File: src/assert_macros.svh
// Assertion macros shared by the RTL files of the strided offset block.
// Every macro expects i_clk and i_rst_n in the scope where it is used.
`ifndef ASSERT_MACROS_SVH
`define ASSERT_MACROS_SVH

// Same-cycle implication, held off while reset is asserted.
`define ASSERT_IMPL(lbl, ante, cons, msg) \
    lbl: assert property (@(posedge i_clk) disable iff (!i_rst_n) (ante) |-> (cons)) \
        else $error(msg);

// Next-cycle implication, held off while reset is asserted.
`define ASSERT_NEXT(lbl, ante, cons, msg) \
    lbl: assert property (@(posedge i_clk) disable iff (!i_rst_n) (ante) |=> (cons)) \
        else $error(msg);

`endif

File: src/stoff_pkg.sv
// Shared widths, codes and divider handshake types for the strided offset block.
// No dependencies; the interfaces, the RTL and the bench import it.
package stoff_pkg;

    localparam int IDX_W      = 48;   // linear index and offset
    localparam int DIM_W      = 32;   // extent and stride
    localparam int SEL_W      = 3;
    localparam int CFG_IDX_W  = 1;
    localparam int CFG_DATA_W = 4;
    localparam int DIV_STEPS  = 48;
    localparam int DIV_CNT_W  = 6;

    // request codes
    localparam logic REQ_LOAD  = 1'b0;
    localparam logic REQ_XLATE = 1'b1;

    // configuration register indexes
    localparam logic [CFG_IDX_W-1:0] CFG_DIM_COUNT = 1'd0;
    localparam logic [CFG_IDX_W-1:0] CFG_CONTIG    = 1'd1;

    typedef struct packed {
        logic             start;
        logic [IDX_W-1:0] dividend;
        logic [DIM_W-1:0] divisor;
    } t_div_req;

    typedef struct packed {
        logic             done;
        logic [IDX_W-1:0] quotient;
        logic [DIM_W-1:0] remainder;
    } t_div_rsp;

endpackage

File: src/stoff_in_if.sv
// Input channel of the strided offset block: valid/ready plus request word.
// Depends on stoff_pkg.
interface stoff_in_if;
    import stoff_pkg::*;

    logic             valid;
    logic             ready;
    logic             req_type;
    logic [SEL_W-1:0] dim_select;
    logic [DIM_W-1:0] dim_extent;
    logic [DIM_W-1:0] dim_stride;
    logic [IDX_W-1:0] linear_index;

    modport source (
        output valid, req_type, dim_select, dim_extent, dim_stride, linear_index,
        input  ready
    );
    modport sink (
        input  valid, req_type, dim_select, dim_extent, dim_stride, linear_index,
        output ready
    );
endinterface

File: src/stoff_out_if.sv
// Output channel of the strided offset block: valid/ready plus offset word.
// Depends on stoff_pkg.
interface stoff_out_if;
    import stoff_pkg::*;

    logic             valid;
    logic             ready;
    logic [IDX_W-1:0] element_offset;

    modport source (
        output valid, element_offset,
        input  ready
    );
    modport sink (
        input  valid, element_offset,
        output ready
    );
endinterface

File: src/stoff_div.sv
// Radix-2 restoring divider, 48-bit dividend by 32-bit divisor, one bit a cycle.
// Depends on stoff_pkg and assert_macros.svh.
`include "assert_macros.svh"

module stoff_div (
    input  logic                i_clk,
    input  logic                i_rst_n,
    input  stoff_pkg::t_div_req i_req,
    output stoff_pkg::t_div_rsp o_rsp
);
    import stoff_pkg::*;

    logic                 r_busy;
    logic                 r_done;
    logic [DIV_CNT_W-1:0] r_cnt;
    logic [IDX_W-1:0]     r_q;
    logic [DIM_W-1:0]     r_rem;
    logic [DIM_W-1:0]     r_div;

    logic [DIM_W:0]       w_shift;
    logic [DIM_W:0]       w_diff;
    logic                 w_take;

    assign w_shift = {r_rem, r_q[IDX_W-1]};
    assign w_diff  = w_shift - {1'b0, r_div};
    assign w_take  = (w_shift >= {1'b0, r_div});

    always_ff @(posedge i_clk) begin
        if (!i_rst_n) begin
            r_busy <= 1'b0;
            r_done <= 1'b0;
            r_cnt  <= '0;
        end else begin
            r_done <= r_busy && (r_cnt == '0);
            if (i_req.start) begin
                r_busy <= 1'b1;
                r_cnt  <= DIV_CNT_W'(DIV_STEPS - 1);
            end else if (r_busy) begin
                if (r_cnt == '0) begin
                    r_busy <= 1'b0;
                end else begin
                    r_cnt <= r_cnt - 1'b1;
                end
            end
        end
    end

    always_ff @(posedge i_clk) begin
        if (i_req.start) begin
            r_q   <= i_req.dividend;
            r_rem <= '0;
            r_div <= i_req.divisor;
        end else if (r_busy) begin
            // remainder stays below the divisor, so the low bits hold it
            r_rem <= w_take ? w_diff[DIM_W-1:0] : w_shift[DIM_W-1:0];
            r_q   <= {r_q[IDX_W-2:0], w_take};
        end
    end

    assign o_rsp.done      = r_done;
    assign o_rsp.quotient  = r_q;
    assign o_rsp.remainder = r_rem;

    `ASSERT_IMPL(a_div_no_restart, i_req.start, !r_busy, "divider started while busy")
    `ASSERT_IMPL(a_div_rem_bound, r_done, r_rem < r_div, "remainder not below divisor")
    `ASSERT_NEXT(a_div_done_pulse, r_done, !r_done, "done held for two cycles")
endmodule

File: src/strided_tensor_offset.sv
// Strided tensor offset: a load returns nothing. A translate in contiguous mode, or
// with no dimensions in use, goes straight to the push state. Otherwise each
// dimension in use takes a table read, the 48-step shared divider, two passes through
// the shared 32x32 multiplier and an accumulate; a zero extent skips the divider.
// One item at a time. Sync active-low reset sets dim_count to 1, contiguous_mode to 0;
// the extent and stride tables are not reset.
`include "assert_macros.svh"

module strided_tensor_offset #(
    parameter int MAX_DIMS = 8
) (
    input  logic                               i_clk,
    input  logic                               i_rst_n,
    stoff_in_if.sink                           i_in,
    stoff_out_if.source                        o_out,
    input  logic                               i_cfg_we,
    input  logic [stoff_pkg::CFG_IDX_W-1:0]    i_cfg_idx,
    input  logic [stoff_pkg::CFG_DATA_W-1:0]   i_cfg_data
);
    import stoff_pkg::*;

    localparam int         TAB_W = (MAX_DIMS > 1) ? $clog2(MAX_DIMS) : 1;
    localparam logic [4:0] MAX_N = 5'(MAX_DIMS);

    localparam logic [2:0] S_IDLE  = 3'd0;
    localparam logic [2:0] S_READ  = 3'd1;
    localparam logic [2:0] S_START = 3'd2;
    localparam logic [2:0] S_DIV   = 3'd3;
    localparam logic [2:0] S_MUL0  = 3'd4;
    localparam logic [2:0] S_MUL1  = 3'd5;
    localparam logic [2:0] S_ACC   = 3'd6;
    localparam logic [2:0] S_PUSH  = 3'd7;

    logic [DIM_W-1:0] ext_tab [MAX_DIMS];
    logic [DIM_W-1:0] str_tab [MAX_DIMS];

    logic [2:0]       r_state,     n_state;
    logic [TAB_W-1:0] r_dim,       n_dim;
    logic [IDX_W-1:0] r_rest,      n_rest;
    logic [IDX_W-1:0] r_coord,     n_coord;
    logic [63:0]      r_prod,      n_prod;
    logic [IDX_W-1:0] r_acc,       n_acc;
    logic             r_out_valid, n_out_valid;
    logic [IDX_W-1:0] r_out_data,  n_out_data;
    logic [3:0]       r_dim_count, n_dim_count;
    logic             r_contig,    n_contig;
    logic [DIM_W-1:0] r_ext;
    logic [DIM_W-1:0] r_str;

    logic [4:0]       w_dims;
    logic [DIM_W-1:0] w_mul_a;
    logic [63:0]      w_prod;
    logic             w_load;

    t_div_req div_req;
    t_div_rsp div_rsp;

    stoff_div u_div (
        .i_clk   (i_clk),
        .i_rst_n (i_rst_n),
        .i_req   (div_req),
        .o_rsp   (div_rsp)
    );

    assign i_in.ready = (r_state == S_IDLE);
    assign w_load     = i_in.valid && (r_state == S_IDLE) && (i_in.req_type == REQ_LOAD)
                        && (5'(i_in.dim_select) < MAX_N);

    // saturate the dimension count to the table depth
    assign w_dims  = (5'(r_dim_count) > MAX_N) ? MAX_N : 5'(r_dim_count);

    // shared multiplier: low 32 coordinate bits first, then the top 16
    assign w_mul_a = (r_state == S_MUL0) ? r_coord[DIM_W-1:0]
                                         : {16'b0, r_coord[IDX_W-1:DIM_W]};
    assign w_prod  = w_mul_a * r_str;

    always_ff @(posedge i_clk) begin
        if (w_load) begin
            ext_tab[TAB_W'(i_in.dim_select)] <= i_in.dim_extent;
            str_tab[TAB_W'(i_in.dim_select)] <= i_in.dim_stride;
        end
        if (r_state == S_READ) begin
            r_ext <= ext_tab[r_dim];
            r_str <= str_tab[r_dim];
        end
    end

    always_comb begin
        n_state     = r_state;
        n_dim       = r_dim;
        n_rest      = r_rest;
        n_coord     = r_coord;
        n_prod      = r_prod;
        n_acc       = r_acc;
        n_out_valid = r_out_valid;
        n_out_data  = r_out_data;
        n_dim_count = r_dim_count;
        n_contig    = r_contig;

        div_req.start    = 1'b0;
        div_req.dividend = r_rest;
        div_req.divisor  = r_ext;

        if (i_cfg_we) begin
            case (i_cfg_idx)
                CFG_DIM_COUNT: n_dim_count = i_cfg_data[3:0];
                CFG_CONTIG:    n_contig    = i_cfg_data[0];
                default: ;
            endcase
        end

        if (r_out_valid && o_out.ready) begin
            n_out_valid = 1'b0;
        end

        case (r_state)
            S_IDLE: begin
                if (i_in.valid && (i_in.req_type == REQ_XLATE)) begin
                    if (r_contig) begin
                        n_acc   = i_in.linear_index;
                        n_state = S_PUSH;
                    end else if (w_dims == 5'd0) begin
                        n_acc   = '0;
                        n_state = S_PUSH;
                    end else begin
                        n_rest  = i_in.linear_index;
                        n_acc   = '0;
                        n_dim   = TAB_W'(w_dims - 5'd1);
                        n_state = S_READ;
                    end
                end
            end
            S_READ: begin
                n_state = S_START;
            end
            S_START: begin
                if (r_ext == '0) begin
                    // zero extent: whole remainder is the coordinate
                    n_coord = r_rest;
                    n_rest  = '0;
                    n_state = S_MUL0;
                end else begin
                    div_req.start = 1'b1;
                    n_state       = S_DIV;
                end
            end
            S_DIV: begin
                if (div_rsp.done) begin
                    n_coord = {16'b0, div_rsp.remainder};
                    n_rest  = div_rsp.quotient;
                    n_state = S_MUL0;
                end
            end
            S_MUL0: begin
                n_prod  = w_prod;
                n_state = S_MUL1;
            end
            S_MUL1: begin
                n_acc   = r_acc + r_prod[IDX_W-1:0];
                n_prod  = w_prod;
                n_state = S_ACC;
            end
            S_ACC: begin
                n_acc = r_acc + {r_prod[15:0], 32'b0};
                if (r_dim == '0) begin
                    n_state = S_PUSH;
                end else begin
                    n_dim   = r_dim - 1'b1;
                    n_state = S_READ;
                end
            end
            S_PUSH: begin
                // hold until the output register is free
                if (!r_out_valid || o_out.ready) begin
                    n_out_valid = 1'b1;
                    n_out_data  = r_acc;
                    n_state     = S_IDLE;
                end
            end
            default: begin
                n_state = S_IDLE;
            end
        endcase
    end

    always_ff @(posedge i_clk) begin
        if (!i_rst_n) begin
            r_state     <= S_IDLE;
            r_out_valid <= 1'b0;
            r_dim_count <= 4'd1;
            r_contig    <= 1'b0;
        end else begin
            r_state     <= n_state;
            r_out_valid <= n_out_valid;
            r_dim_count <= n_dim_count;
            r_contig    <= n_contig;
        end
    end

    always_ff @(posedge i_clk) begin
        r_dim      <= n_dim;
        r_rest     <= n_rest;
        r_coord    <= n_coord;
        r_prod     <= n_prod;
        r_acc      <= n_acc;
        r_out_data <= n_out_data;
    end

    assign o_out.valid          = r_out_valid;
    assign o_out.element_offset = r_out_data;

    `ASSERT_IMPL(a_done_in_div, div_rsp.done, r_state == S_DIV, "divider done outside wait state")
    `ASSERT_IMPL(a_out_from_push, $rose(r_out_valid), $past(r_state) == S_PUSH, "word not from push")
    `ASSERT_IMPL(a_coord_bound, $past(div_rsp.done), r_coord < IDX_W'(r_ext), "coord too large")
endmodule

File: src/flat_wrapper.sv
// flat-port wrapper written by rule: the top's interface ports become plain ports
module strided_tensor_offset_flat import stoff_pkg::*;
#(
    parameter int MAX_DIMS = 8
)
  (i_clk, i_rst_n, i_cfg_we, i_cfg_idx, i_cfg_data, i_in_valid, i_in_req_type, i_in_dim_select, i_in_dim_extent, i_in_dim_stride, i_in_linear_index, i_in_ready, o_out_valid, o_out_element_offset, o_out_ready);
  stoff_in_if i_in_i ();
  stoff_out_if o_out_i ();
  input  logic i_clk;
  input  logic i_rst_n;
  input  logic i_cfg_we;
  input  logic [stoff_pkg::CFG_IDX_W-1:0] i_cfg_idx;
  input  logic [stoff_pkg::CFG_DATA_W-1:0] i_cfg_data;
  input wire logic [$bits(i_in_i.valid)-1:0] i_in_valid;
  input wire logic [$bits(i_in_i.req_type)-1:0] i_in_req_type;
  input wire logic [$bits(i_in_i.dim_select)-1:0] i_in_dim_select;
  input wire logic [$bits(i_in_i.dim_extent)-1:0] i_in_dim_extent;
  input wire logic [$bits(i_in_i.dim_stride)-1:0] i_in_dim_stride;
  input wire logic [$bits(i_in_i.linear_index)-1:0] i_in_linear_index;
  output wire logic [$bits(i_in_i.ready)-1:0] i_in_ready;
  output wire logic [$bits(o_out_i.valid)-1:0] o_out_valid;
  output wire logic [$bits(o_out_i.element_offset)-1:0] o_out_element_offset;
  input wire logic [$bits(o_out_i.ready)-1:0] o_out_ready;
  assign i_in_i.valid = i_in_valid;
  assign i_in_i.req_type = i_in_req_type;
  assign i_in_i.dim_select = i_in_dim_select;
  assign i_in_i.dim_extent = i_in_dim_extent;
  assign i_in_i.dim_stride = i_in_dim_stride;
  assign i_in_i.linear_index = i_in_linear_index;
  assign i_in_ready = i_in_i.ready;
  assign o_out_valid = o_out_i.valid;
  assign o_out_element_offset = o_out_i.element_offset;
  assign o_out_i.ready = o_out_ready;
  strided_tensor_offset #(.MAX_DIMS(MAX_DIMS)) u_core (.i_clk(i_clk), .i_rst_n(i_rst_n), .i_in(i_in_i), .o_out(o_out_i), .i_cfg_we(i_cfg_we), .i_cfg_idx(i_cfg_idx), .i_cfg_data(i_cfg_data));
endmodule
File: config.mk
export PLATFORM = sky130hd
export DESIGN_NAME = strided_tensor_offset_flat
export DESIGN_NICKNAME = d
export VERILOG_FILES = /design/src/stoff_pkg.sv /design/src/stoff_in_if.sv /design/src/stoff_out_if.sv /design/src/stoff_div.sv /design/src/strided_tensor_offset.sv /design/src/flat_wrapper.sv
export VERILOG_INCLUDE_DIRS = /design/src /design/src/src
export SDC_FILE = /design/constraint.sdc
export NUM_CORES = 2
export LEC_CHECK = 0
export BUFFER_PORTS_ARGS = -buffer_cell sky130_fd_sc_hd__buf_2
export CORE_ASPECT_RATIO = 1.5
export CORE_UTILIZATION = 42
export CTS_CLUSTER_DIAMETER = 60
export DETAILED_ROUTE_END_ITERATION = 10
export PLACE_DENSITY = 0.7
export SLEW_MARGIN = 20
export SYNTH_ARGS = -nofsm -noshare
export SYNTH_HDL_FRONTEND = slang
export SYNTH_SLANG_ARGS = --single-unit
File: constraint.sdc
create_clock -name i_clk -period 10.1 [get_ports i_clk]
set_input_delay 1.515 -clock i_clk [delete_from_list [all_inputs] [get_ports i_clk]]
set_output_delay 1.515 -clock i_clk [all_outputs]
set_load 0.02 [all_outputs]
==> impl_metrics.yaml <==
finish:
  n_fill_cell: 14500
  synthToLayoutAreaGrowth_pct: 8.94
  nNetsFinal: 6930
  drive_gt1_share_pct: 11.8
  final_area_mm2: 0.0747
  final_cell_mix: "899 x edfxtp_1, 791 x inv_1, 782 x fa_1"
  final_common_cell: "edfxtp_1"
critical_path:
  path_common_cell: "fa_1"
  startpoint: "u_core.r_state[2]"
  required_ns: 10.56
  crit_end: "u_core.r_prod[47]"
  r2r_end: "u_core.r_prod[47]"
  critPathArrivalTime_ns: 9.93
  critical_path_class: "reg -> reg"
  crit_path_top_delay_cell: "mux2_2"
  startpoint_type: "flop"
  endpoint_kind: "flop"
  max_stage_delay_ns: 0.84
  path_max_fanout: 32
  rrSetupSlack_ns: 0.64
  regToRegStartpoint: "u_core.r_state[2]"
  reg2regPathDepth: 25
clock_tree:
  cts_setup_buffers: 0
  postCtsHoldBufs: 0
  root_buffer: "clkbuf_16"
  cts_tree: "built"
  cts_resized: 0
  cts.sinks: 948
  cts-buffers-inserted: 90
  cts.clk_slew.worst_paths_ns: 0.07
  cts.htree.levels: 3
  clockBufferDepth: 3
  clk_latency_ns: 0.74
grt:
  grt_usage_pct: 22.6
  grt_max_degree: 144
  grt_util_met3_pct: 3.63
  grt_pass1_vias: 46700
  antenna_found_initial: 28
  grt_pass1_wl_mm: 281
  grt_overflow: 0
  grt-busiest-layer: "met2"
  grt_use_met1_pct: 25.7
  use_met2_pct: 39.4
timing:
  setup_tns_ns: 0
  fmax_mhz: 106
  min_period_ns: 9.46
  post-route-period-util_pct: 93.7
  slew_headroom_pct: 15.7
  skew_ns: 0.0715
  worst_slew_pin_slew_ns: 1.27
  fin_ws_ns: 0.636
  finalMaxSlewViolations: 0
  setup_viol: 0
  rsz0062_at_grt: "false"
  final_hold_viol_count: 0
yosys:
  syn_avg_cell_area_um2: 12.0
  synthCells: 5703
  async_reset_ff_share_pct: 0
  ys_warn_count: 0
  ys_seq_elements: 948
  yosys.area.top_type: "edfxtp_1"
  yosysSeqAreaShare_pct: 40.8
  synth-edff-count: 899
  synth.lib_cells_used.distinct: 83
  synth_nets: 6884
  synthFlopType: "edfxtp_1"
  syn-cell-area_mm2: 0.0686
  synth_top_area_share_pct: 39.4
  ys_top_cells_by_area: "edfxtp_1 39%, fa_1 23%, ha_1 5.0%"
drt:
  drc: 0
  vias_per_cell: 5.55
  routed_wl_mm: 186
  routed-via-count: 44000
  drt-initial-drc-count: 3361
  first_pass_iters: 6
  postRouteAntennaNets: 0
  wl_per_cell_um: 23.5
placed_design:
  gp_congestion: 0.952
  pre_cts_slack_ns: 0.751
  place_area_mm2: 0.0717
  portBuffers: 175
  dp_hpwl_mm: 137
flow_run:
  maxCapViolations: 0
hold_path:
  hold_path.class: "reg -> reg"
floorplan:
  initial_core_util_pct: 42.3
  die_width_um: 332
  die_h_um: 497
  num_rows: 181
  ios: 176
  coreArea_mm2: 0.162
  die-area_mm2: 0.165
status:
  outcome: "completed"
## sequential cells by signal, summed over array words and instances (netlist names), 48 cells and up
register	flops
u_core.str_tab	256
u_core.ext_tab	256
u_core.r_rest	48
u_core.r_acc	48
u_core.r_coord	48
u_core.o_out.element_offset	48
u_core.r_prod	48
u_core.u_div.r_q	48
## worst max-delay path, delay by kind of cell (launching register included)
kind | cells | cell delay [ns]
xor+xnor | 1 | 0.13
fa+ha+maj | 9 | 4.48
simple gates | 3 | 1.00
buf+inv | 2 | 0.11
flops | 1 | 0.52
mux | 1 | 0.84
compound gates | 9 | 2.04
## cell usage after synthesis, types with 10 or more instances
cell type and n:
fa_1 782, nor4_1 17, clkbuf_1 272, edfxtp_1 899, and2_1 365, nand2b_1 27
o21ai_0 104, inv_1 793, a21o_1 86, mux2_2 110, nor2_1 103, nand3_1 84
mux2i_1 11, nand4_1 15, o31ai_1 14, a211oi_1 10, xor2_1 45, nor2b_1 15
a21boi_0 11, nor3_1 28, xnor2_1 108, a31oi_1 24, o211ai_1 15, buf_1 23
ha_1 273, a21oi_1 131, mux4_2 128, and3_1 215, dfxtp_1 49, o21a_1 19
o21bai_1 24, nand2_1 764
## cell type report
type,instances,area (um^2),area share (%)
Timing Repair Buffer,257,1520,2.03
Multi-Input combinational cell,3659,36600,49.0
Antenna cell,4,10.0,0.0134
Clock inverter,56,686,0.918
Sequential cell,948,28000,37.4
Tap cell,2104,2630,3.52
Inverter,793,2980,3.99
Clock buffer,108,2320,3.10
## routing by layer
| layer | vias to the layer above | share of wire [%] |
|---|---|---|
| met5 | - | 0.10 |
| met4 | 32 | 6.8 |
| met3 | 579 | 6.2 |
| met2 | 1727 | 51 |
| met1 | 22600 | 36 |
| li1 | 19100 | - |
## kinds of logic (layout without fill, tap and decap cells)
logic type               count (synthesis)  after routing  share of synthesized area [%]
other                                    0              4                              0
XOR/XNOR                               153            153                           1.95
buffers and inverters                 1096           1214                           6.03
adder cells (fa/ha/maj)               1055           1055                           27.8
flip-flops                             948            948                           40.8
AO/OA/AOI/OAI                          532            532                           5.30
multiplexers                           249            249                           6.17
AND/OR/NAND/NOR                       1670           1670                           11.9
## per-stage QoR
step	util, %	std cells	hold slack, ns
finish	46.1	7929	0.444
floorplan	-	5703	0.427
global route	46.1	7927	0.457
CTS	46.1	7925	0.448
detailed placement	44.2	7761	0.435
global placement	44.2	7761	0.432
## worst min path at each step
| stage | start | depth (start not counted) | end | slack [ns] |
|---|---|---|---|---|
| 6_report | u_core.r_ext[12] | 0 | u_core.u_div.r_div[12] | 0.44 |
| 5_1_grt | u_core.r_ext[12] | 0 | u_core.u_div.r_div[12] | 0.46 |
| 4_1_cts | u_core.r_ext[12] | 0 | u_core.u_div.r_div[12] | 0.45 |
| 3_5_place_dp | u_core.r_ext[8] | 0 | u_core.u_div.r_div[8] | 0.44 |
| 3_3_place_gp | u_core.r_ext[28] | 0 | u_core.u_div.r_div[28] | 0.43 |
| 2_1_floorplan | u_core.r_ext[16] | 0 | u_core.u_div.r_div[16] | 0.43 |
Power is not shown: default switching activity piles up to over one toggle a cycle in this logic, so the estimate is an artifact.
